===== config.mk =====
export PLATFORM = sky130hd
export DESIGN_NAME = laser_sector_wall_follow_steer
export DESIGN_NICKNAME = d
export VERILOG_FILES = /design/src/hdl/lswfs_pkg.sv /design/src/hdl/laser_sector_wall_follow_steer.sv
export SDC_FILE = /design/constraint.sdc
export NUM_CORES = 2
export LEC_CHECK = 0
export BUFFER_PORTS_ARGS = -buffer_cell sky130_fd_sc_hd__clkbuf_2
export CAP_MARGIN = 15
export CORE_ASPECT_RATIO = 1.4
export CORE_UTILIZATION = 26
export CTS_BUF_LIST = sky130_fd_sc_hd__clkbuf_2
export DETAILED_ROUTE_END_ITERATION = 6
export PLACE_DENSITY = 0.5
export SETUP_SLACK_MARGIN = 0.1
export SYNTH_ARGS = -nofsm -noshare
export SYNTH_HDL_FRONTEND = slang
export SYNTH_SLANG_ARGS = --single-unit
export TNS_END_PERCENT = 5

===== constraint.sdc =====
create_clock -name clk -period 22.2 [get_ports clk]
set_input_delay 4.44 -clock clk [delete_from_list [all_inputs] [get_ports clk]]
set_output_delay 4.44 -clock clk [all_outputs]
set_load 0.1 [all_outputs]

===== src/hdl/lswfs_pkg.sv =====
// Shared constants, types and helpers for the laser sector wall-follow steering block.
`default_nettype none

package lswfs_pkg;

  // Scan geometry
  localparam int NUM_SECTORS    = 12;
  localparam int HALF_BEAM      = 10;
  localparam int BEAMS_PER_SCAN = 360;

  // Width of a beam offset before the wrap fold (up to twice the scan length)
  localparam int DW = $clog2(2 * BEAMS_PER_SCAN);

  // Named sectors
  localparam int SEC_FRONT  = 0;
  localparam int SEC_LFRONT = NUM_SECTORS / 6;
  localparam int SEC_LEFT   = NUM_SECTORS / 4;
  localparam int SEC_BACK   = NUM_SECTORS / 2;
  localparam int SEC_RIGHT  = NUM_SECTORS * 3 / 4;

  // Field widths
  localparam int RW  = 16;  // distances and ranges
  localparam int BW  = 9;   // beam index
  localparam int LW  = 10;  // linear speed
  localparam int AW  = 12;  // angular speed magnitude
  localparam int SAW = 13;  // signed angular speed
  localparam int CW  = 3;   // cause code
  localparam int QD  = 4;   // commands per tick at most
  localparam int QCW = $clog2(QD + 1);

  // Input item kinds
  localparam logic OP_BEAM = 1'b0;
  localparam logic OP_TICK = 1'b1;

  // Command causes
  localparam logic [CW-1:0] CAUSE_STOP_OBST  = 3'd0;
  localparam logic [CW-1:0] CAUSE_STOP_START = 3'd1;
  localparam logic [CW-1:0] CAUSE_LEFT_FAR   = 3'd2;
  localparam logic [CW-1:0] CAUSE_LEFT_NEAR  = 3'd3;
  localparam logic [CW-1:0] CAUSE_FRONT      = 3'd4;
  localparam logic [CW-1:0] CAUSE_CLEAR      = 3'd5;
  localparam logic [CW-1:0] CAUSE_RIGHT_NEAR = 3'd6;
  localparam logic [CW-1:0] CAUSE_REAR       = 3'd7;

  // Configuration register indexes
  localparam logic [2:0] REG_RANGE_LIMIT = 3'd0;
  localparam logic [2:0] REG_SAFE_DIST   = 3'd1;
  localparam logic [2:0] REG_FOLLOW_DIST = 3'd2;
  localparam logic [2:0] REG_WARN_DIST   = 3'd3;
  localparam logic [2:0] REG_MAX_LIN     = 3'd4;
  localparam logic [2:0] REG_MAX_ANG     = 3'd5;

  // One speed command
  typedef struct packed {
    logic [CW-1:0]         cause;
    logic signed [SAW-1:0] ang;
    logic [LW-1:0]         lin;
  } cmd_t;

  // Centre beam of a sector
  function automatic logic [DW-1:0] sec_center(input int s);
    int c;
    begin
      c = s * BEAMS_PER_SCAN / NUM_SECTORS;
      return DW'(c);
    end
  endfunction

  // Floor of x/10 for x below 43690, by reciprocal multiply
  function automatic logic [14:0] div10(input logic [14:0] x);
    logic [30:0] p;
    begin
      p = 31'(x) * 31'd52429;
      return p[30:19] == 12'd0 ? 15'd0 : 15'(p[30:19]);
    end
  endfunction

endpackage

`default_nettype wire


===== src/hdl/laser_sector_wall_follow_steer.sv =====
// Top level: laser sector minima and reactive left-wall steering commands.
//
// Input stream (in_*): one item per handshake. in_tuser[0] is the kind (0 beam
// sample, 1 control tick), in_tuser[1] restarts the working minima, in_tlast
// on a beam item publishes them as sector distances. Beam items give no results.
// Output stream (out_*): speed commands; out_tlast marks the last command of
// a tick, out_tuser carries the cause code.
// Config port (cfg_*): register writes, always ready, applied at the handshake.
//
// Flow: an item is taken into an input register and handled from there; a tick
// waits there until the output queue can take it. A beam item updates the minima
// in the cycle after acceptance; a tick's commands are offered from the queue.
// Throughput: one beam item per cycle unless a tick waits in the input register.
// A tick puts 1 to 4 commands into a four-entry output queue that drains one
// command per cycle while the receiver is ready; the next tick waits until the
// queue is empty or its last command is taken. Beams flow while the queue drains.
// Reset: configuration returns to its defaults, published sector distances
// clear to zero, input register and output queue empty. When the receiver
// stalls, the queue holds, and a following tick waits in the input register
// with in_tready low.
`default_nettype none

module laser_sector_wall_follow_steer (
  input  wire logic        clk,
  input  wire logic        rst_n,
  // input items
  input  wire logic        in_tvalid,
  output logic             in_tready,
  input  wire logic [31:0] in_tdata,   // [8:0] beam_index, [24:9] beam_range, [25] at_start
  input  wire logic [1:0]  in_tuser,   // [0] op, [1] scan_first
  input  wire logic        in_tlast,   // scan_last
  // result items
  output logic             out_tvalid,
  input  wire logic        out_tready,
  output logic [23:0]      out_tdata,  // [9:0] lin_speed, [22:10] ang_speed
  output logic [2:0]       out_tuser,  // [2:0] cause
  output logic             out_tlast,  // last_cmd
  // configuration writes
  input  wire logic        cfg_valid,
  output logic             cfg_ready,
  input  wire logic [2:0]  cfg_addr,
  input  wire logic [15:0] cfg_wdata
);

  localparam int NS = lswfs_pkg::NUM_SECTORS;
  localparam int RW = lswfs_pkg::RW;
  localparam int DW = lswfs_pkg::DW;
  localparam int QD = lswfs_pkg::QD;

  // Configuration registers
  logic [RW-1:0]             range_limit_r, safe_dist_r, follow_dist_r, warn_dist_r;
  logic [lswfs_pkg::LW-1:0]  max_lin_r;
  logic [lswfs_pkg::AW-1:0]  max_ang_r;

  assign cfg_ready = 1'b1;

  always_ff @(posedge clk) begin
    if (!rst_n) begin
      range_limit_r <= 16'd3500;
      safe_dist_r   <= 16'd100;
      follow_dist_r <= 16'd300;
      warn_dist_r   <= 16'd600;
      max_lin_r     <= 10'd100;
      max_ang_r     <= 12'd1500;
    end else if (cfg_valid) begin
      case (cfg_addr)
        lswfs_pkg::REG_RANGE_LIMIT: range_limit_r <= cfg_wdata;
        lswfs_pkg::REG_SAFE_DIST:   safe_dist_r   <= cfg_wdata;
        lswfs_pkg::REG_FOLLOW_DIST: follow_dist_r <= cfg_wdata;
        lswfs_pkg::REG_WARN_DIST:   warn_dist_r   <= cfg_wdata;
        lswfs_pkg::REG_MAX_LIN:     max_lin_r     <= cfg_wdata[lswfs_pkg::LW-1:0];
        lswfs_pkg::REG_MAX_ANG:     max_ang_r     <= cfg_wdata[lswfs_pkg::AW-1:0];
        default: ;
      endcase
    end
  end

  // Speed fractions, refreshed every cycle from the registers
  logic [lswfs_pkg::LW-1:0] lin4_r, lin2_r;
  logic [lswfs_pkg::AW-1:0] ang2_r, ang3_r, ang5_r;
  logic [14:0]              lin4_q, lin2_q, ang2_q, ang3_q, ang5_q;

  assign lin4_q = lswfs_pkg::div10(15'({max_lin_r, 2'b00}));
  assign lin2_q = lswfs_pkg::div10(15'({max_lin_r, 1'b0}));
  assign ang2_q = lswfs_pkg::div10(15'({max_ang_r, 1'b0}));
  assign ang3_q = lswfs_pkg::div10(15'({max_ang_r, 1'b0}) + 15'(max_ang_r));
  assign ang5_q = lswfs_pkg::div10(15'({max_ang_r, 2'b00}) + 15'(max_ang_r));

  always_ff @(posedge clk) begin
    lin4_r <= lin4_q[lswfs_pkg::LW-1:0];
    lin2_r <= lin2_q[lswfs_pkg::LW-1:0];
    ang2_r <= ang2_q[lswfs_pkg::AW-1:0];
    ang3_r <= ang3_q[lswfs_pkg::AW-1:0];
    ang5_r <= ang5_q[lswfs_pkg::AW-1:0];
  end

  // Input register
  logic                     ivld_r;
  logic                     op_r, first_r, last_r, at_start_r;
  logic [lswfs_pkg::BW-1:0] beam_r;
  logic [RW-1:0]            range_r;
  logic                     advance, buf_free, in_acc, out_pop;

  logic [lswfs_pkg::QCW-1:0] rem_r, rem_nxt;
  lswfs_pkg::cmd_t           q_r [QD];

  assign out_tvalid = (rem_r != '0);
  assign out_pop    = out_tvalid && out_tready;
  assign buf_free   = (rem_r == '0) || ((rem_r == lswfs_pkg::QCW'(1)) && out_tready);
  assign advance    = ivld_r && ((op_r == lswfs_pkg::OP_BEAM) || buf_free);
  assign in_tready  = !ivld_r || advance;
  assign in_acc     = in_tvalid && in_tready;

  always_ff @(posedge clk) begin
    if (!rst_n) begin
      ivld_r <= 1'b0;
    end else if (in_acc) begin
      ivld_r <= 1'b1;
    end else if (advance) begin
      ivld_r <= 1'b0;
    end
  end

  always_ff @(posedge clk) begin
    if (in_acc) begin
      op_r       <= in_tuser[0];
      first_r    <= in_tuser[1];
      last_r     <= in_tlast;
      beam_r     <= in_tdata[8:0];
      range_r    <= in_tdata[24:9];
      at_start_r <= in_tdata[25];
    end
  end

  // Sector minima fold for a beam item
  logic [RW-1:0] work_min_r    [NS];
  logic [RW-1:0] sector_dist_r [NS];
  logic [RW-1:0] fold          [NS];

  always_comb begin
    logic [DW-1:0] d;
    logic [RW-1:0] base;
    logic          hit;
    for (int s = 0; s < NS; s++) begin
      d = DW'(beam_r) + DW'(lswfs_pkg::BEAMS_PER_SCAN) - lswfs_pkg::sec_center(s);
      if (d >= DW'(lswfs_pkg::BEAMS_PER_SCAN)) begin
        d = d - DW'(lswfs_pkg::BEAMS_PER_SCAN);
      end
      hit = (DW'(beam_r) < DW'(lswfs_pkg::BEAMS_PER_SCAN)) &&
            ((d < DW'(lswfs_pkg::HALF_BEAM)) ||
             (d >= DW'(lswfs_pkg::BEAMS_PER_SCAN - lswfs_pkg::HALF_BEAM)));
      base = first_r ? range_limit_r : work_min_r[s];
      fold[s] = (hit && (range_r < base)) ? range_r : base;
    end
  end

  // Working minima have no reset; published distances clear to zero
  always_ff @(posedge clk) begin
    if (advance && (op_r == lswfs_pkg::OP_BEAM)) begin
      for (int s = 0; s < NS; s++) begin
        work_min_r[s] <= fold[s];
      end
    end
  end

  always_ff @(posedge clk) begin
    if (!rst_n) begin
      for (int s = 0; s < NS; s++) begin
        sector_dist_r[s] <= '0;
      end
    end else if (advance && (op_r == lswfs_pkg::OP_BEAM) && last_r) begin
      for (int s = 0; s < NS; s++) begin
        sector_dist_r[s] <= fold[s];
      end
    end
  end

  // Tick rules: build the command list
  lswfs_pkg::cmd_t           tick_q [QD];
  logic [lswfs_pkg::QCW-1:0] tick_n;

  always_comb begin
    logic                        any_stop;
    logic [lswfs_pkg::LW-1:0]    lin;
    logic                        left_ok, lfront_ok;
    logic [RW-1:0]               left, right;
    lswfs_pkg::cmd_t             c;
    any_stop  = 1'b0;
    for (int s = 0; s < NS; s++) begin
      any_stop = any_stop || (sector_dist_r[s] < safe_dist_r);
    end
    left      = sector_dist_r[lswfs_pkg::SEC_LEFT];
    right     = sector_dist_r[lswfs_pkg::SEC_RIGHT];
    left_ok   = (left >= follow_dist_r);
    lfront_ok = (sector_dist_r[lswfs_pkg::SEC_LFRONT] >= follow_dist_r);
    for (int k = 0; k < QD; k++) begin
      tick_q[k] = '0;
    end
    tick_n = '0;
    c      = '0;
    lin    = '0;

    if (any_stop) begin
      tick_q[0].cause = lswfs_pkg::CAUSE_STOP_OBST;
      tick_n = lswfs_pkg::QCW'(1);
    end else if (at_start_r) begin
      tick_q[0].cause = lswfs_pkg::CAUSE_STOP_START;
      tick_n = lswfs_pkg::QCW'(1);
    end else begin
      // left pair
      if (left_ok && lfront_ok) begin
        c.lin   = lin4_r;
        c.ang   = $signed({1'b0, ang2_r});
        c.cause = lswfs_pkg::CAUSE_LEFT_FAR;
        tick_q[tick_n[1:0]] = c;
        tick_n = tick_n + lswfs_pkg::QCW'(1);
      end else if (!left_ok && !lfront_ok) begin
        c.lin   = lin2_r;
        c.ang   = -$signed({1'b0, ang3_r});
        c.cause = lswfs_pkg::CAUSE_LEFT_NEAR;
        tick_q[tick_n[1:0]] = c;
        tick_n = tick_n + lswfs_pkg::QCW'(1);
      end
      // front step, always one command
      if (sector_dist_r[lswfs_pkg::SEC_FRONT] < warn_dist_r) begin
        lin     = lin4_r;
        c.ang   = -$signed({1'b0, max_ang_r});
        c.cause = lswfs_pkg::CAUSE_FRONT;
      end else begin
        lin     = lin2_r;
        c.ang   = '0;
        c.cause = lswfs_pkg::CAUSE_CLEAR;
      end
      c.lin = lin;
      tick_q[tick_n[1:0]] = c;
      tick_n = tick_n + lswfs_pkg::QCW'(1);
      // right near, shadowed by the obstacle stop
      if (right < safe_dist_r) begin
        c.lin   = lin;
        c.ang   = $signed({1'b0, ang5_r});
        c.cause = lswfs_pkg::CAUSE_RIGHT_NEAR;
        tick_q[tick_n[1:0]] = c;
        tick_n = tick_n + lswfs_pkg::QCW'(1);
      end
      // rear obstacle: turn toward the more open side
      if (sector_dist_r[lswfs_pkg::SEC_BACK] < follow_dist_r) begin
        c.lin   = lin;
        c.ang   = (left > right) ? $signed({1'b0, ang5_r}) : -$signed({1'b0, ang5_r});
        c.cause = lswfs_pkg::CAUSE_REAR;
        tick_q[tick_n[1:0]] = c;
        tick_n = tick_n + lswfs_pkg::QCW'(1);
      end
    end
  end

  // Output queue: load a tick's commands, shift out one per pop
  logic tick_load;
  assign tick_load = advance && (op_r == lswfs_pkg::OP_TICK);

  always_comb begin
    rem_nxt = rem_r;
    if (tick_load) begin
      rem_nxt = tick_n;
    end else if (out_pop) begin
      rem_nxt = rem_r - lswfs_pkg::QCW'(1);
    end
  end

  always_ff @(posedge clk) begin
    if (!rst_n) begin
      rem_r <= '0;
    end else begin
      rem_r <= rem_nxt;
    end
  end

  always_ff @(posedge clk) begin
    if (tick_load) begin
      for (int k = 0; k < QD; k++) begin
        q_r[k] <= tick_q[k];
      end
    end else if (out_pop) begin
      for (int k = 0; k < QD - 1; k++) begin
        q_r[k] <= q_r[k+1];
      end
    end
  end

  assign out_tdata = {1'b0, q_r[0].ang, q_r[0].lin};
  assign out_tuser = q_r[0].cause;
  assign out_tlast = (rem_r == lswfs_pkg::QCW'(1));

  // Checks
  a_rem_bound: assert property (@(posedge clk) disable iff (!rst_n)
    rem_r <= lswfs_pkg::QCW'(QD))
    else $error("output queue count beyond depth");

  a_stop_single: assert property (@(posedge clk) disable iff (!rst_n)
    (out_tvalid && ((out_tuser == lswfs_pkg::CAUSE_STOP_OBST) ||
                    (out_tuser == lswfs_pkg::CAUSE_STOP_START))) |-> out_tlast)
    else $error("stop command is not the only command of its tick");

  a_tick_held: assert property (@(posedge clk) disable iff (!rst_n)
    (ivld_r && (op_r == lswfs_pkg::OP_TICK) && !buf_free) |=>
      (ivld_r && (op_r == lswfs_pkg::OP_TICK)))
    else $error("blocked tick lost from input register");

  a_no_overwrite: assert property (@(posedge clk) disable iff (!rst_n)
    (out_tvalid && !out_tready && !out_tlast) |-> !tick_load)
    else $error("tick loaded over pending commands");

endmodule

`default_nettype wire


==> results.rst <==
.. list-table::
   :header-rows: 1

   * - Metric
     - Value
   * - Status
     - completed
   * - Total number of vias
     - 42,300
   * - Drc violations
     - 0
   * - Maximum number of pins on one net before global-route repair
     - 128
   * - Die Y-Extent
     - 551 um
   * - Area of the mapped netlist
     - ~56,000 um^2
   * - Gate count after technology mapping
     - 5,608
   * - Unrepaired setup endpoints after global routing
     - false
   * - Mux cell area share after synthesis
     - 0.0445
   * - Leading cell type by number of instances after synthesis
     - ha_1
   * - Via count of the first global-routing pass
     - roughly 44,000
   * - Post-Route Setup TNS
     - 0 ns
   * - Die Area
     - 217,000 um^2
   * - Main combinational cell family by area after synthesis
     - adder cells
   * - IO buf count
     - 80
   * - Min-Delay Path Class
     - flip-flop to flip-flop
   * - Proportion of synthesized flip-flops having asynchronous set or reset
     - 0
   * - Effective utilization at floorplan
     - 0.261
   * - Post-synthesis area per instance
     - 9.97 um^2
   * - DR iter-0 viols
     - about 2,100
   * - Fraction of the mapped netlist area in compound gates
     - 0.163
   * - Crit Path Max Fanout
     - 3
   * - Max-Cap Viols
     - 0
   * - Global-route total usage across every layer
     - 0.158
   * - Adder-cell area share of the yosys netlist
     - 0.261
   * - # H-tree levels
     - 4
   * - Total wire length after detailed routing
     - 172,000 um
   * - Hold buffers post-CTS
     - 0
   * - Final setup violation count
     - 0
   * - Portion of synthesized cell area occupied by the leading cell type
     - 0.274
   * - Wire length per cell after detailed routing
     - slightly below 20 um
   * - Share of cells above drive strength 1
     - 0.0950
   * - Post-synthesis sequential area ratio
     - 0.324
   * - Clock-pin slew on the worst setup and hold paths
     - 0.09 ns
   * - First-pass iteration count of the detailed router
     - 5
   * - Post-CTS setup buffer count
     - 0
   * - Buffers from clock root to sink, at most
     - 3
   * - Total CTS buffers
     - about 190
   * - Final #Nets
     - 6,852
   * - Placed wire-length estimate
     - 128,000 um
   * - Weighted congestion reported at the end of routability-driven placement
     - around 0.87
   * - XOR/XNOR Fraction of Synth Area
     - 0.0321
   * - Count of cell types in the netlist
     - 111
   * - Final Instance Count excl. Fillers
     - 8,727
   * - Final design instance area without fill
     - 61,300 um^2
   * - Skew final
     - about 0.17 ns
   * - Number of warnings printed during yosys synthesis
     - 0
   * - Area fraction in and, or, nand and nor cells after synthesis
     - 0.114
   * - Placed inst area
     - 59,600 um^2
   * - Row Count
     - 201
   * - Tcrit/Tclk final
     - 0.449
   * - Top-Level Pins
     - 90
   * - Start-to-end type of the worst setup path
     - input port to output pin
   * - Library cell occupying the most area in the post-synthesis netlist
     - edfxtp_1
   * - Highest clock frequency the design can meet
     - around 0.1 GHz
   * - Clock latency on the worst-skew pair
     - 1.62 ns
   * - Most used flip-flop cell after synthesis
     - edfxtp_1
   * - Final critical-path required period
     - 9.97 ns
   * - Dpl cells
     - 8,387
   * - Number of clock sinks
     - 650
   * - Count of nets left with antenna violations after detail routing
     - 0
   * - Via-to-Cell Ratio
     - 4.85
   * - # fillers
     - roughly 23,000
   * - Wire length of the first global-routing pass
     - roughly 260,000 um
   * - P per Cell Area
     - 100 nW/um^2
   * - Final Hold Violating Endpoints
     - 0
   * - Area of the core region
     - 214,000 um^2
   * - Data arrival, critical path
     - 5.53 ns
   * - CP Launch Type
     - input port
   * - Signed area change from the synthesized netlist to the final layout
     - 9.69%
   * - Required time at the worst-slack endpoint
     - approximately 18 ns
   * - Leading cell types by total area after synthesis
     - edfxtp_1 (27%), ha_1 (19%), fa_1 (6.8%), dfxtp_1 (5.0%), inv_1 (4.3%)
   * - Cell leakage power
     - 28.2 nW
   * - Design Power
     - 0.00616 W
   * - Worst max-slew margin expressed relative to the limit
     - 0.273
   * - Count of pins over their slew limit
     - 0
   * - Kind of end point of the critical path
     - output pin
   * - Post-synth EDFFs
     - between 500 and 600
   * - Number of instances resized during post-cts repair
     - 0
   * - CTS tree
     - built
   * - GR Overflow Total
     - 0
   * - Flip-flop and latch count after synthesis
     - 650
   * - Slew at the pin closest to its max-slew limit
     - 1.08 ns
   * - Synth cell count leaders
     - ha_1 (865), inv_1 (638), edfxtp_1 (510)
   * - Root Driver
     - clkbuf_2
   * - Register cell area after layout
     - 18,100 um^2
   * - Number of antenna violations at the first check in global routing
     - 4
   * - Max VDD drop
     - ~120 uV
   * - Width of the die
     - 394 um
   * - Area occupied by multi-input gates
     - 34,500 um^2
-- per-layer routing --
| layer | part of all wire | vias up | global-route usage | wire length [um] |
|---|---|---|---|---|
| met5 | 0.000046 | - | 0 | 8 |
| met4 | 0.043 | 2 | 0.0724 | 7420 |
| met1 | 0.39 | 20600 | 0.173 | 67600 |
| li1 | - | 20400 | - | - |
| met3 | 0.037 | 351 | 0.0198 | 6330 |
| met2 | 0.53 | 981 | 0.299 | 91100 |
-- path summary, 6_finish.rpt --
kind / start / endpoint / slack, ns / cells after the start
setup / recovery: out_tready / in_tready / 12.23 / 4
hold / removal: follow_dist_r[7] / follow_dist_r[7] / 0.47 / 2
setup reg to reg: max_ang_r[2] / ang3_r[10] / 13.27 / 33
hold reg to reg: follow_dist_r[7] / follow_dist_r[7] / 0.47 / 2
-- report_power, final --
part	leakage (nW)	switching (W)	internal, W
clock	1.30	0.000574	0.000376
combinational	20.8	0.00220	0.00138
sequential	6.13	0.0000867	0.00154
total	28.2	0.00286	0.00330
-- state kept, by name, indices dropped and copies added, names as in the netlist, 3 cells and up --
register,cells
ang2_r,10
ang3_r,11
ang5_r,12
beam_r,9
follow_dist_r,16
lin2_r,8
lin4_r,9
max_ang_r,12
max_lin_r,10
q_r,97
range_limit_r,16
range_r,16
rem_r,3
safe_dist_r,16
sector_dist_r,192
warn_dist_r,16
work_min_r,192
-- critical path, stage by stage --
cell	delay (ns)
clkbuf_2	0.10
a21boi_0	0.42
nand3_1	0.17
clkbuf_2	0.40
-- layout by cell type (no fill, tap or decap), types with 56 or more instances in the layout --
cell type	count
nor3_1	82
fa_1	189
o21ai_0	231
buf_4	76
dfxtp_1	140
a21boi_0	82
a21o_1	311
nand3_1	78
edfxtp_1	510
inv_1	638
nand4_1	56
ha_1	865
a21oi_1	226
nand2_1	419
clkbuf_2	348
and2_1	218
xnor2_1	145
nor2_1	205
mux2i_1	224
-- final cells by class --
cell class | instances | area share
antenna | 9 | 0.000367
inverter | 645 | 0.0396
clock buffer | 269 | 0.0220
timing repair buffer | 157 | 0.0164
tap | 2842 | 0.0580
clock inverter | 62 | 0.00610
multi-input combinational | 4093 | 0.562
sequential | 650 | 0.295
-- metrics by stage --
step	hold WS, ns	setup slack (ns)	utilization
2_1_floorplan	0.432	8.14	-
3_3_place_gp	0.449	12.26	0.278
3_5_place_dp	0.451	12.19	0.278
4_1_cts	0.475	12.20	0.286
5_1_grt	0.492	12.13	0.287
6_report	0.472	12.23	0.287
-- kinds of logic (layout without fill, tap and decap cells) --
family	count (synthesis)	in the layout
AO/OA/AOI/OAI	1315	1315
adder cells (fa/ha/maj)	1054	1054
flip-flops	650	650
buffers and inverters	866	1133
XOR/XNOR	191	191
multiplexers	246	246
other	2	12
AND/OR/NAND/NOR	1284	1284
Power figures use the tool's default switching activity.
